<file path="config.mk">
export PLATFORM = sky130hd
export DESIGN_NAME = ptw_ctrl
export DESIGN_NICKNAME = d
export VERILOG_FILES = /design/src/rtl/ptw_pkg.sv /design/src/rtl/ptw_ctrl.sv
export SDC_FILE = /design/constraint.sdc
export NUM_CORES = 1
export LEC_CHECK = 0
export ABC_AREA = 1
export BUFFER_PORTS_ARGS = -buffer_cell sky130_fd_sc_hd__buf_2
export CORE_AREA = 5 5 42 44
export DETAILED_ROUTE_END_ITERATION = 10
export DIE_AREA = 0 0 47 49
export PLACE_DENSITY_LB_ADDON = 0.05
export RECOVER_POWER = 25
export SLEW_MARGIN = 20
export SYNTH_ARGS = -nofsm -noshare
export SYNTH_HDL_FRONTEND = slang
export SYNTH_SLANG_ARGS = --single-unit
</file>
<file path="constraint.sdc">
create_clock -name clk -period 2.5 [get_ports clk]
set_input_delay 0.5 -clock clk [delete_from_list [all_inputs] [get_ports clk]]
set_output_delay 0.5 -clock clk [all_outputs]
set_load 0.1 [all_outputs]
</file>
<file path="src/rtl/ptw_pkg.sv">
`default_nettype none
package ptw_pkg;

    localparam logic [63:0] ADDR_MASK = 64'h000F_FFFF_FFFF_F000;
    localparam int IDX_W = 9;

    typedef enum logic [1:0] {
        OP_MAP   = 2'd0,
        OP_REMAP = 2'd1,
        OP_XLATE = 2'd2,
        OP_NONE  = 2'd3
    } op_t;

    typedef enum logic [1:0] {
        ST_OK      = 2'd0,
        ST_ABSENT  = 2'd1,
        ST_FULL    = 2'd2,
        ST_OUTSIDE = 2'd3
    } status_t;

    typedef enum logic [2:0] {
        S_CLEAR,
        S_IDLE,
        S_READ,
        S_EVAL,
        S_ZERO,
        S_DONE
    } state_t;

    typedef struct packed {
        logic    load_item;
        logic    rd_en;
        logic    wr_leaf;
        logic    wr_link;
        logic    wr_zero;
        logic    descend;
        logic    lvl_dec;
        logic    set_st;
        status_t st_code;
        logic    set_res;
        logic    out_load;
    } cmd_t;

    typedef struct packed {
        logic op_none;
        logic is_map;
        logic is_xlate;
        logic stop;
        logic present;
        logic outside;
        logic full;
        logic zero_last;
        logic out_free;
    } sts_t;

    function automatic logic [IDX_W-1:0] level_index(input logic [47:0] va,
                                                     input logic [2:0] lvl);
        logic [IDX_W-1:0] idx;
        idx = '0;
        case (lvl)
            3'd1: idx = va[20:12];
            3'd2: idx = va[29:21];
            3'd3: idx = va[38:30];
            3'd4: idx = va[47:39];
            default: idx = '0;
        endcase
        return idx;
    endfunction

endpackage
`default_nettype wire

</file>
<file path="src/rtl/ptw_ctrl.sv">
`default_nettype none
module ptw_ctrl
    import ptw_pkg::*;
(
    input  wire logic clk,
    input  wire logic rst_n,
    input  wire logic in_valid,
    output logic      in_stall,
    input  wire sts_t sts,
    output cmd_t      cmd
);
    state_t state_reg, state_next;

    always_ff @(posedge clk or negedge rst_n)
    begin
        if (!rst_n)
        begin
            state_reg <= S_CLEAR;
        end
        else
        begin
            state_reg <= state_next;
        end
    end

    always_comb
    begin
        state_next = state_reg;
        cmd        = '0;
        cmd.st_code = ST_OK;
        in_stall   = 1'b1;
        unique case (state_reg)
            S_CLEAR:
            begin
                cmd.wr_zero = 1'b1;
                if (sts.zero_last)
                begin
                    state_next = S_IDLE;
                end
            end
            S_IDLE:
            begin
                in_stall = 1'b0;
                if (in_valid)
                begin
                    cmd.load_item = 1'b1;
                    state_next    = S_READ;
                end
            end
            S_READ:
            begin
                if (sts.op_none)
                begin
                    state_next = S_DONE;
                end
                else
                begin
                    cmd.rd_en  = 1'b1;
                    state_next = S_EVAL;
                end
            end
            S_EVAL:
            begin
                state_next = S_DONE;
                if (sts.stop)
                begin
                    if (!sts.is_xlate)
                    begin
                        cmd.wr_leaf = 1'b1;
                    end
                    else if (sts.present)
                    begin
                        cmd.set_res = 1'b1;
                    end
                    else
                    begin
                        cmd.set_st  = 1'b1;
                        cmd.st_code = ST_ABSENT;
                    end
                end
                else if (sts.present)
                begin
                    if (sts.outside)
                    begin
                        cmd.set_st  = 1'b1;
                        cmd.st_code = ST_OUTSIDE;
                    end
                    else
                    begin
                        cmd.descend = 1'b1;
                        state_next  = S_READ;
                    end
                end
                else if (!sts.is_map)
                begin
                    cmd.set_st  = 1'b1;
                    cmd.st_code = ST_ABSENT;
                end
                else if (sts.full)
                begin
                    cmd.set_st  = 1'b1;
                    cmd.st_code = ST_FULL;
                end
                else
                begin
                    cmd.wr_link = 1'b1;
                    state_next  = S_ZERO;
                end
            end
            S_ZERO:
            begin
                cmd.wr_zero = 1'b1;
                if (sts.zero_last)
                begin
                    cmd.lvl_dec = 1'b1;
                    state_next  = S_READ;
                end
            end
            S_DONE:
            begin
                if (sts.out_free)
                begin
                    cmd.out_load = 1'b1;
                    state_next   = S_IDLE;
                end
            end
            default:
            begin
                state_next = S_IDLE;
            end
        endcase
    end
endmodule
`default_nettype wire

</file>
Yosys cells after proc, flatten, opt, wreduce, memory -nomap -nowiden
Cells that the tools add are included.

Register bits after elaboration: 3. Input port bits: 12. Logic and storage cells: 55.

Equal/unequal tests: 9. Multiplexer cells: 42. Reductions and logical operators: 3.

Operators with widths (count): $mux W3 (15); $mux W1 (23); $pmux W3 S6 (1); $mux W4 (2); $ne A2 B2 Y1 const B (4); $eq A3 B2 Y1 const B (2); $eq A3 B3 Y1 const B (2); $reduce_and A4 Y1 (1); $eq A3 B1 Y1 const B (1); $logic_not A3 Y1 (1); $mux W2 (1); $reduce_or A2 Y1 (1).

Depth between registers and ports, before layout
Gate-level depths: netlist of the first run.

Depth after elaboration: 5. Depth in mapped cells: 8. Gate-level depth less buffers: 8.

Worst setup path after synthesis of the first run
Ideal clock, no wire load.

Path kind: flip-flop to output port. From: register state_reg[2]. To: output port cmd[0] in the netlist's numbering. Data arrival time: 3366 ps. Data required time: 2000 ps. Slack: -1366 ps. Stages on the path, launching flop included: 3. Path buffers: 0. Path through: dfrtp_1 inv_1 nor4_1.

RTL lines: start, declared (line ptw_ctrl.sv:12) `state_t state_reg, state_next;`; start signal, assigned (line ptw_ctrl.sv:22) `state_reg <= state_next;`; end, declared (line ptw_ctrl.sv:10) `output cmd_t cmd`.

==> results by group, run 1 <==
CTS
  • Clock sinks: 3
  • Clk slew on worst S/H paths: 0.04 ns
  • CTS tree: done
  • Hold Buf Count CTS: 0
  • Postcts setup bufs: 0
  • Worst-skew pair later-pin latency: 0.23 ns
  • Clk buf depth: 2
  • Post-CTS sizing: 0
  • TritonCTS buffer count: 3
  • Root buffer cell: clkbuf_4
  • H-tree depth: 1

Flow run
  • Max Cap Violations: 0

Finish
  • Final net count: 99
  • Most frequent cells in the layout: buf_2, inv_1, nand3_1
  • Ant. Diodes: 0
  • Max reg flops: 3
  • Final core occ: 37.59%
  • Most common cell after layout, fill and taps aside: buf_2
  • Multi-input gate area: 234.0 sq um
  • Final cell count without fillers: 102
  • Layout overhead on the synthesized area: 61.92%
  • Fill cells: 175
  • Register Area: 75.07 sq um
  • Share of cells above drive strength 1: 43.02%

STA
  • Worst slew margin: 67.60%
  • Fmax achieved: 0.4652 GHz
  • Final-report setup violation count: 0
  • Max-slew violation count: 0
  • Skew final: 0.003904 ns
  • Hold_ws: 0.06574 ns
  • Final Hold Fails: 0
  • Final period utilization: 85.99%
  • Post-route minimum period: 2.150 ns
  • Worst-margin pin slew: 0.4893 ns
  • RSZ-0062 raised after global routing: no

Die
  • # rows: 14
  • Starting Density: 23.21%
  • Core area: 1401 sq um
  • Die Wd: 47 microns
  • Die ar.: 2303 sq um
  • Die H: 49 microns
  • # IOs: 25

Place
  • Placed cell count: 98
  • Detailed placer's ending HPWL: 884.7 microns
  • Port bufs: 24
  • Global placement routability congestion: 0.6739

Synth
  • Post-Synth XOR/XNOR Area: 0%
  • Synth cell types: 15
  • #FFs+latches synth: 3
  • Seq/Total Area, Yosys: 23.08%
  • Ys Warns: 0
  • Compound-cell area share of the yosys netlist: 11.15%
  • Syn Area/Cell: 5.609 sq um
  • Adder-cell share of the synthesized area: 0%
  • Post-synthesis mux area share: 0%
  • Largest family of logic cells by synthesized area: simple AND/OR/NAND/NOR gates
  • Mapped Cells: 58
  • Post-synthesis simple-gate area fraction: 49.62%
  • Synth Net Count: 70
  • Cell Area, Synth: 325.3 sq um

Routing
  • First-pass DRT Iterations: 2
  • Post-Route WL: 1029 microns
  • Mean routed wirelength per cell: 10.09 microns
  • DRC viols: 0
  • Via density: 4.314
  • Antenna Nets Post-Route: 0
  • Number of DRC violations after detailed-routing iteration 0: 4
  • DR vias: 440

GRT
  • Global-route wire length before repair: 1718 microns
  • GRT Total Usage: 9.866%
  • GRT overflow: 0
  • Pin count of the biggest net entering global routing: 8
  • Initial antenna violation count: 0
  • Vias in the first global route: 407

Setup path
  • Max FO, Critical Path: 7
  • Worst Path Required: 2.00 ns
  • Worst Path Arrival: 1.65 ns
  • Critical Path Sink: cmd[4]
  • Reg2Reg Setup Slack: 1.16 ns
  • Crit. End Element: output pin
  • Crit Reg-Reg Startpoint: state_reg[2]$_DFFE_PN0P_
  • Setup crit start kind: flip-flop
  • Worst reg2reg path depth: 6
  • Crit Path Class: flip-flop to output pin
  • Worst reg2reg endpoint: state_reg[0]$_DFFE_PN0P_
  • Critical path origin: state_reg[1]$_DFFE_PN0P_

Worst hold path
  • Hold Crit Class: input pin to asynchronous set/reset pin

Pwr
  • Tot Pwr: 0.7552 mW
  • Peak VDD IR: 0.7107 mV
  • Leakage: 0.3101 nW
  • Pwr dens: 1434 nW/um^2

Run status
  • Run status: finished, final reports clean
-- worst min path at each step --
| stage | slack (ns) | to | startpoint | cells past startpoint |
|---|---|---|---|---|
| after floorplan | 0.20 | state_reg[0]$_DFFE_PN0P_ | rst_n | 0 |
| after global placement | 0.30 | state_reg[2]$_DFFE_PN0P_ | rst_n | 1 |
| after detailed placement | 0.30 | state_reg[2]$_DFFE_PN0P_ | rst_n | 1 |
| after CTS | 0.05 | state_reg[0]$_DFFE_PN0P_ | rst_n | 1 |
| after global routing | 0.06 | state_reg[0]$_DFFE_PN0P_ | rst_n | 1 |
| final | 0.07 | state_reg[0]$_DFFE_PN0P_ | rst_n | 1 |
-- layout make-up --
type / instances / area share [%]
Timing Repair Buffer: 24 / 22.57
Multi-Input combinational cell: 41 / 44.42
Clock buffer: 4 / 4.988
Sequential cell: 3 / 14.25
Inverter: 14 / 9.976
Tap cell: 16 / 3.800
-- where the power goes --
group | internal, mW | total [mW] | leakage (nW) | switching [mW]
combinational | 0.104 | 0.563 | 0.258 | 0.459
clock | 0.0597 | 0.0835 | 0.0150 | 0.0238
sequential | 0.0711 | 0.108 | 0.0373 | 0.0372
-- cells by family after synthesis --
family,after synthesis
flops,3
simple gates,35
compound gates,6
buf+inv,14
-- metrics by stage --
step           setup slack [ns]  cell area [sq um]  TNS (ns)
2_1_floorplan           -0.2203              366.6   -0.3260
3_3_place_gp             0.4792              506.7         0
3_5_place_dp             0.4578              506.7         0
4_1_cts                  0.3311              533.0         0
5_1_grt                  0.2140              526.8         0
6_report                 0.3503              526.8         0
-- cells in the mapped netlist (all sizes together) --
master / n / area share (%)
a21oi: 2 / 3.1
dfrtp: 3 / 23
inv: 14 / 16
nand2: 7 / 8.1
nand3: 8 / 14
nand4: 1 / 1.9
nor2: 12 / 15
nor3: 6 / 9.2
nor4: 1 / 1.9
o21ai: 3 / 5.8
o21bai: 1 / 2.3
-- critical path: stages, from the launching register on --
cell     delay [ns]
dfrtp_1        0.47
nand2_1        0.08
nor2_1         0.14
nand2_1        0.11
inv_1          0.06
nand2_1        0.06
nor2_2         0.07
buf_2          0.42
-- per-layer routing --
layer | GRT usage [%] | share of wire (%) | vias up | routed length (microns)
li1 | - | - | 242 | -
met1 | 14.32 | 47 | 183 | 486
met2 | 13.35 | 42 | 15 | 433
met3 | 4.797 | 11 | 0 | 109
met4 | 1.382 | 0 | 0 | 0
met5 | 0 | 0 | - | 0
Power figures use the tool's default switching activity.
==> inputs of run 2 (changes only) <==
Clock period 2.5 ns to 2.2 ns, I/O delays scaled along.
==> results by group, run 2 (synthesized netlist as in run 1, its figures left out) <==
Routing
  • Number of DRC violations after detailed-routing iteration 0: 8
  • DRC viols: 0
  • Mean routed wirelength per cell: 10.32 microns
  • DR vias: 464
  • Post-Route WL: 1063 microns
  • Via density: 4.505
  • First-pass DRT Iterations: 4
  • Antenna Nets Post-Route: 0

Setup path
  • Worst Path Arrival: 1.61 ns
  • Worst reg2reg endpoint: state_reg[1]$_DFFE_PN0P_
  • CP max stage delay: 0.40 ns
  • Worst Path Required: 1.76 ns
  • CP max stage cell: dfrtp_1
  • Crit. End Element: output pin
  • Top Family by Delay on Critical Path: simple AND/OR/NAND/NOR gates
  • CP cell instances: inv_1 > nand3_1 > nor2_1 > buf_12
  • Max FO, Critical Path: 5
  • Buffers & Inverters on Critical Path: 2
  • WP depth: 4
  • Critical Path Sink: cmd[8]
  • Setup crit start kind: flip-flop
  • Worst reg2reg path depth: 5
  • Critical path origin: state_reg[2]$_DFFE_PN0P_
  • Crit Reg-Reg Startpoint: state_reg[2]$_DFFE_PN0P_
  • Reg2Reg Setup Slack: 0.79 ns
  • Crit Path Class: flip-flop to output pin

STA
  • Hold_ws: 0.5082 ns
  • Worst slew margin: 67.59%
  • RSZ-0062 raised after global routing: no
  • Worst-margin pin slew: 0.4895 ns
  • Max-slew violation count: 0
  • Skew final: 0.003362 ns
  • Final-report setup violation count: 0
  • Final Hold Fails: 0
  • Setup_tns: 0 ns
  • Post-route minimum period: 2.049 ns
  • Fmax achieved: 0.4881 GHz
  • Final period utilization: 93.13%

CTS
  • Root buffer cell: clkbuf_4
  • Clock sinks: 3
  • Postcts setup bufs: 0
  • CTS tree: done
  • Clk buf depth: 2
  • Worst-skew pair later-pin latency: 0.23 ns
  • Clk slew on worst S/H paths: 0.04 ns
  • TritonCTS buffer count: 3
  • H-tree depth: 1

Place
  • Detailed placer's ending HPWL: 908.3 microns
  • Port bufs: 24
  • Global placement routability congestion: 0.6773
  • Area post-placement: 628.1 sq um

Pwr
  • Clock Power Share: 10.1%
  • Tot Pwr: 0.9306 mW
  • Pwr dens: 1403 nW/um^2
  • Logic pwr share: 75.7%
  • Seq pwr share: 14.2%
  • Peak VDD IR: 0.7294 mV
  • Leakage: 0.3383 nW
  • Int Power: 0.3101 mW
  • Sw Ratio: 66.68%
  • Switching pwr: 0.6205 mW

GRT
  • Vias in the first global route: 444
  • GRT Total Usage: 10.22%
  • GRT overflow: 0
  • Initial antenna violation count: 0
  • Pin count of the biggest net entering global routing: 8
  • Global-route wire length before repair: 1773 microns

Die
  • Die ar.: 2303 sq um
  • # IOs: 25
  • Core area: 1401 sq um
  • Starting Density: 23.21%
  • Die Wd: 47 microns
  • Die H: 49 microns
  • # rows: 14

Finish
  • Layout overhead on the synthesized area: 103.8%
  • Max reg flops: 3
  • Most common cell after layout, fill and taps aside: buf_2
  • Final net count: 100
  • Share of cells above drive strength 1: 44.83%
  • Final instance area: 663.1 sq um
  • Final core occ: 47.32%
  • Most frequent cells in the layout: buf_2, inv_1, nand3_1, nand2_1
  • Ant. Diodes: 0

Run status
  • Run status: finished, final reports clean

Flow run
  • Max Cap Violations: 0

Worst hold path
  • Hold Crit Class: input pin to flip-flop
==> run 2: worst min-delay path by stage <==
| stage | from | to | slack, ns | cells after the start |
|---|---|---|---|---|
| 3_5_place_dp | rst_n | state_reg[1]$_DFFE_PN0P_ | 0.24 | 1 |
| 3_3_place_gp | rst_n | state_reg[0]$_DFFE_PN0P_ | 0.24 | 1 |
| 5_1_grt | in_valid | state_reg[0]$_DFFE_PN0P_ | 0.55 | 4 |
| 6_report | in_valid | state_reg[0]$_DFFE_PN0P_ | 0.51 | 4 |
| 2_1_floorplan | rst_n | state_reg[0]$_DFFE_PN0P_ | 0.14 | 0 |
| 4_1_cts | in_valid | state_reg[0]$_DFFE_PN0P_ | 0.50 | 4 |
==> run 2: final cells by class <==
| class | count | area, sq um |
|---|---|---|
| Fill cell | 165 | 738.2 |
| Clock buffer | 4 | 26.28 |
| Multi-Input combinational cell | 41 | 270.3 |
| Sequential cell | 3 | 75.07 |
| Tap cell | 16 | 20.02 |
| Timing Repair Buffer | 25 | 219.0 |
| Inverter | 14 | 52.55 |
==> run 2: layer usage <==
metal,GRT usage (%),vias to the layer above,wire length (microns)
met5,0,-,0
met4,5.530,0,0
met3,1.107,0,70
met2,14.25,11,504
met1,14.76,208,487
li1,-,245,-
==> run 2: timing repair <==
item	4_1_cts	5_1_grt
endpoints found under the hold margin	3	0
hold buffers	1	0
endpoints found under the setup margin	0	0
resized for setup	0	0
==> run 2: tightest hold or removal path: cells and delay by family <==
| family | cells | cell delay (ns) |
|---|---|---|
| and+or+nand+nor | 1 | 0.05 |
| buffers and inverters | 2 | 0.15 |
| AOI/OAI and AO/OA | 1 | 0.06 |
==> run 2: through the flow <==
stage / setup slack [ns] / instances
global placement: 0.3296 / 98
global route: 0.03527 / 103
floorplan: -0.3635 / 58
finish: 0.1511 / 103
detailed placement: 0.3155 / 98
CTS: 0.1176 / 103
==> run 2: power groups by stage <==
stage          combinational (mW)  sequential, mW  clock [mW]
6_report                    0.704           0.132      0.0941
5_1_grt                     0.757           0.135       0.104
4_1_cts                     0.715           0.131       0.101
3_5_place_dp                0.711           0.131           0
3_3_place_gp                0.713           0.132           0
2_1_floorplan               0.582           0.122           0
==> inputs of run 3 (changes only) <==
Clock period 2.2 ns to 2.65 ns, I/O delays scaled along.
==> results by group, run 3 (synthesized netlist as in run 1, its figures left out) <==
Place
  • Port bufs: 24
  • Detailed placer's ending HPWL: 873.5 microns
  • Placed cell count: 98
  • Global placement routability congestion: 0.6972
  • Pre-CTS setup slack: 0.5355 ns
  • Area post-placement: 499.2 sq um

Pwr
  • Tot Pwr: 0.7035 mW
  • Peak VDD IR: 0.5608 mV
  • Leakage: 0.3098 nW
  • Pwr dens: 1355 nW/um^2

GRT
  • Pin count of the biggest net entering global routing: 8
  • Global-route wire length before repair: 1835 microns
  • Vias in the first global route: 426
  • GRT overflow: 0
  • GRT Total Usage: 10.64%
  • Initial antenna violation count: 0

Setup path
  • Setup crit start kind: flip-flop
  • CP max stage cell: dfrtp_1
  • Buffers & Inverters on Critical Path: 2
  • Max FO, Critical Path: 7
  • Crit Path Class: flip-flop to output pin
  • Crit. End Element: output pin
  • Reg2Reg Setup Slack: 1.38 ns
  • Worst reg2reg path depth: 6
  • Top Family by Delay on Critical Path: buffers and inverters
  • CP dominant cell by count: nand2_1
  • Worst Path Required: 2.12 ns
  • CP cell instances: nand2_1 > nor2_1 > nand2_1 > inv_1 > nand2_1 > nor2_1 > buf_2
  • Worst reg2reg endpoint: state_reg[0]$_DFFE_PN0P_
  • Worst Path Arrival: 1.66 ns
  • CP max stage delay: 0.48 ns
  • Crit Reg-Reg Startpoint: state_reg[2]$_DFFE_PN0P_

STA
  • Post-route minimum period: 2.186 ns
  • Skew final: 0.002674 ns
  • Fmax achieved: 0.4575 GHz
  • Final period utilization: 82.48%
  • Final Hold Fails: 0
  • Setup slack after layout: 0.4643 ns
  • Worst slew margin: 67.70%
  • Setup_tns: 0 ns
  • Worst-margin pin slew: 0.4878 ns
  • Final-report setup violation count: 0
  • Max-slew violation count: 0
  • RSZ-0062 raised after global routing: no
  • Hold_ws: 0.09695 ns

Finish
  • Final core occ: 37.05%
  • Most common cell after layout, fill and taps aside: buf_2
  • Most frequent cells in the layout: buf_2, inv_1, nand3_1, nor2_1, nand2_1
  • Final instance area: 519.2 sq um
  • Ant. Diodes: 0
  • Final net count: 99
  • Share of cells above drive strength 1: 41.86%
  • Max reg flops: 3
  • Final cell count without fillers: 102
  • Layout overhead on the synthesized area: 59.62%

CTS
  • Root buffer cell: clkbuf_4
  • Post-CTS sizing: 0
  • TritonCTS buffer count: 3
  • Clk slew on worst S/H paths: 0.04 ns
  • Clk buf depth: 2
  • CTS tree: done
  • Hold Buf Count CTS: 0
  • Clock sinks: 3
  • Postcts setup bufs: 0
  • Worst-skew pair later-pin latency: 0.23 ns
  • H-tree depth: 1

Routing
  • First-pass DRT Iterations: 2
  • Mean routed wirelength per cell: 9.765 microns
  • DR vias: 436
  • Antenna Nets Post-Route: 0
  • Via density: 4.275
  • DRC viols: 0
  • Number of DRC violations after detailed-routing iteration 0: 5
  • Post-Route WL: 996 microns

Die
  • Die H: 49 microns
  • Core area: 1401 sq um
  • Die Wd: 47 microns
  • # rows: 14
  • Starting Density: 23.21%
  • # IOs: 25
  • Die ar.: 2303 sq um

Worst hold path
  • Hold Crit Class: input pin to asynchronous set/reset pin

Flow run
  • Max Cap Violations: 0

Run status
  • Run status: finished, final reports clean
[run 3: cell types whose count changed in the layout (fill, tap and decap cells not counted), moves of 2 or more]
cell    before  now
buf_12       6    0
nor3_4       2    0
nor2_1       6    8
nor3_2       1    3
buf_2       17   23
[run 3: power by group]
part,total (mW),switching (mW),leakage (nW),internal [mW]
Combinational,0.522,0.426,0.258,0.0963
Clock,0.0796,0.0232,0.0150,0.0564
Sequential,0.101,0.0343,0.0373,0.0671
[run 3: how the worst max path moves through the flow]
stage	startpoint	to	slack (ns)	cells past startpoint
after floorplan	state_reg[0]$_DFFE_PN0P_	cmd[0]	-0.10	2
after global placement	sts[5]	cmd[4]	0.57	8
after detailed placement	sts[5]	cmd[4]	0.54	8
after CTS	state_reg[1]$_DFFE_PN0P_	cmd[4]	0.44	7
after global routing	state_reg[1]$_DFFE_PN0P_	cmd[4]	0.25	7
final	state_reg[1]$_DFFE_PN0P_	cmd[4]	0.46	7
[run 3: layout make-up]
type | count | area, sq um
clock buffer | 4 | 26.28
fill | 175 | 882.1
inverter | 14 | 52.55
multi-input combinational | 41 | 226.5
sequential | 3 | 75.07
tap | 16 | 20.02
timing repair buffer | 24 | 118.9
[run 3: per-layer routing]
layer	wire [microns]	vias to the layer above	share of wire [%]	GRT usage (%)
li1	-	241	-	-
met1	471	185	47	15.42
met2	474	10	48	13.80
met3	51	0	5.1	2.952
met4	0	0	0	5.530
met5	0	-	0	0
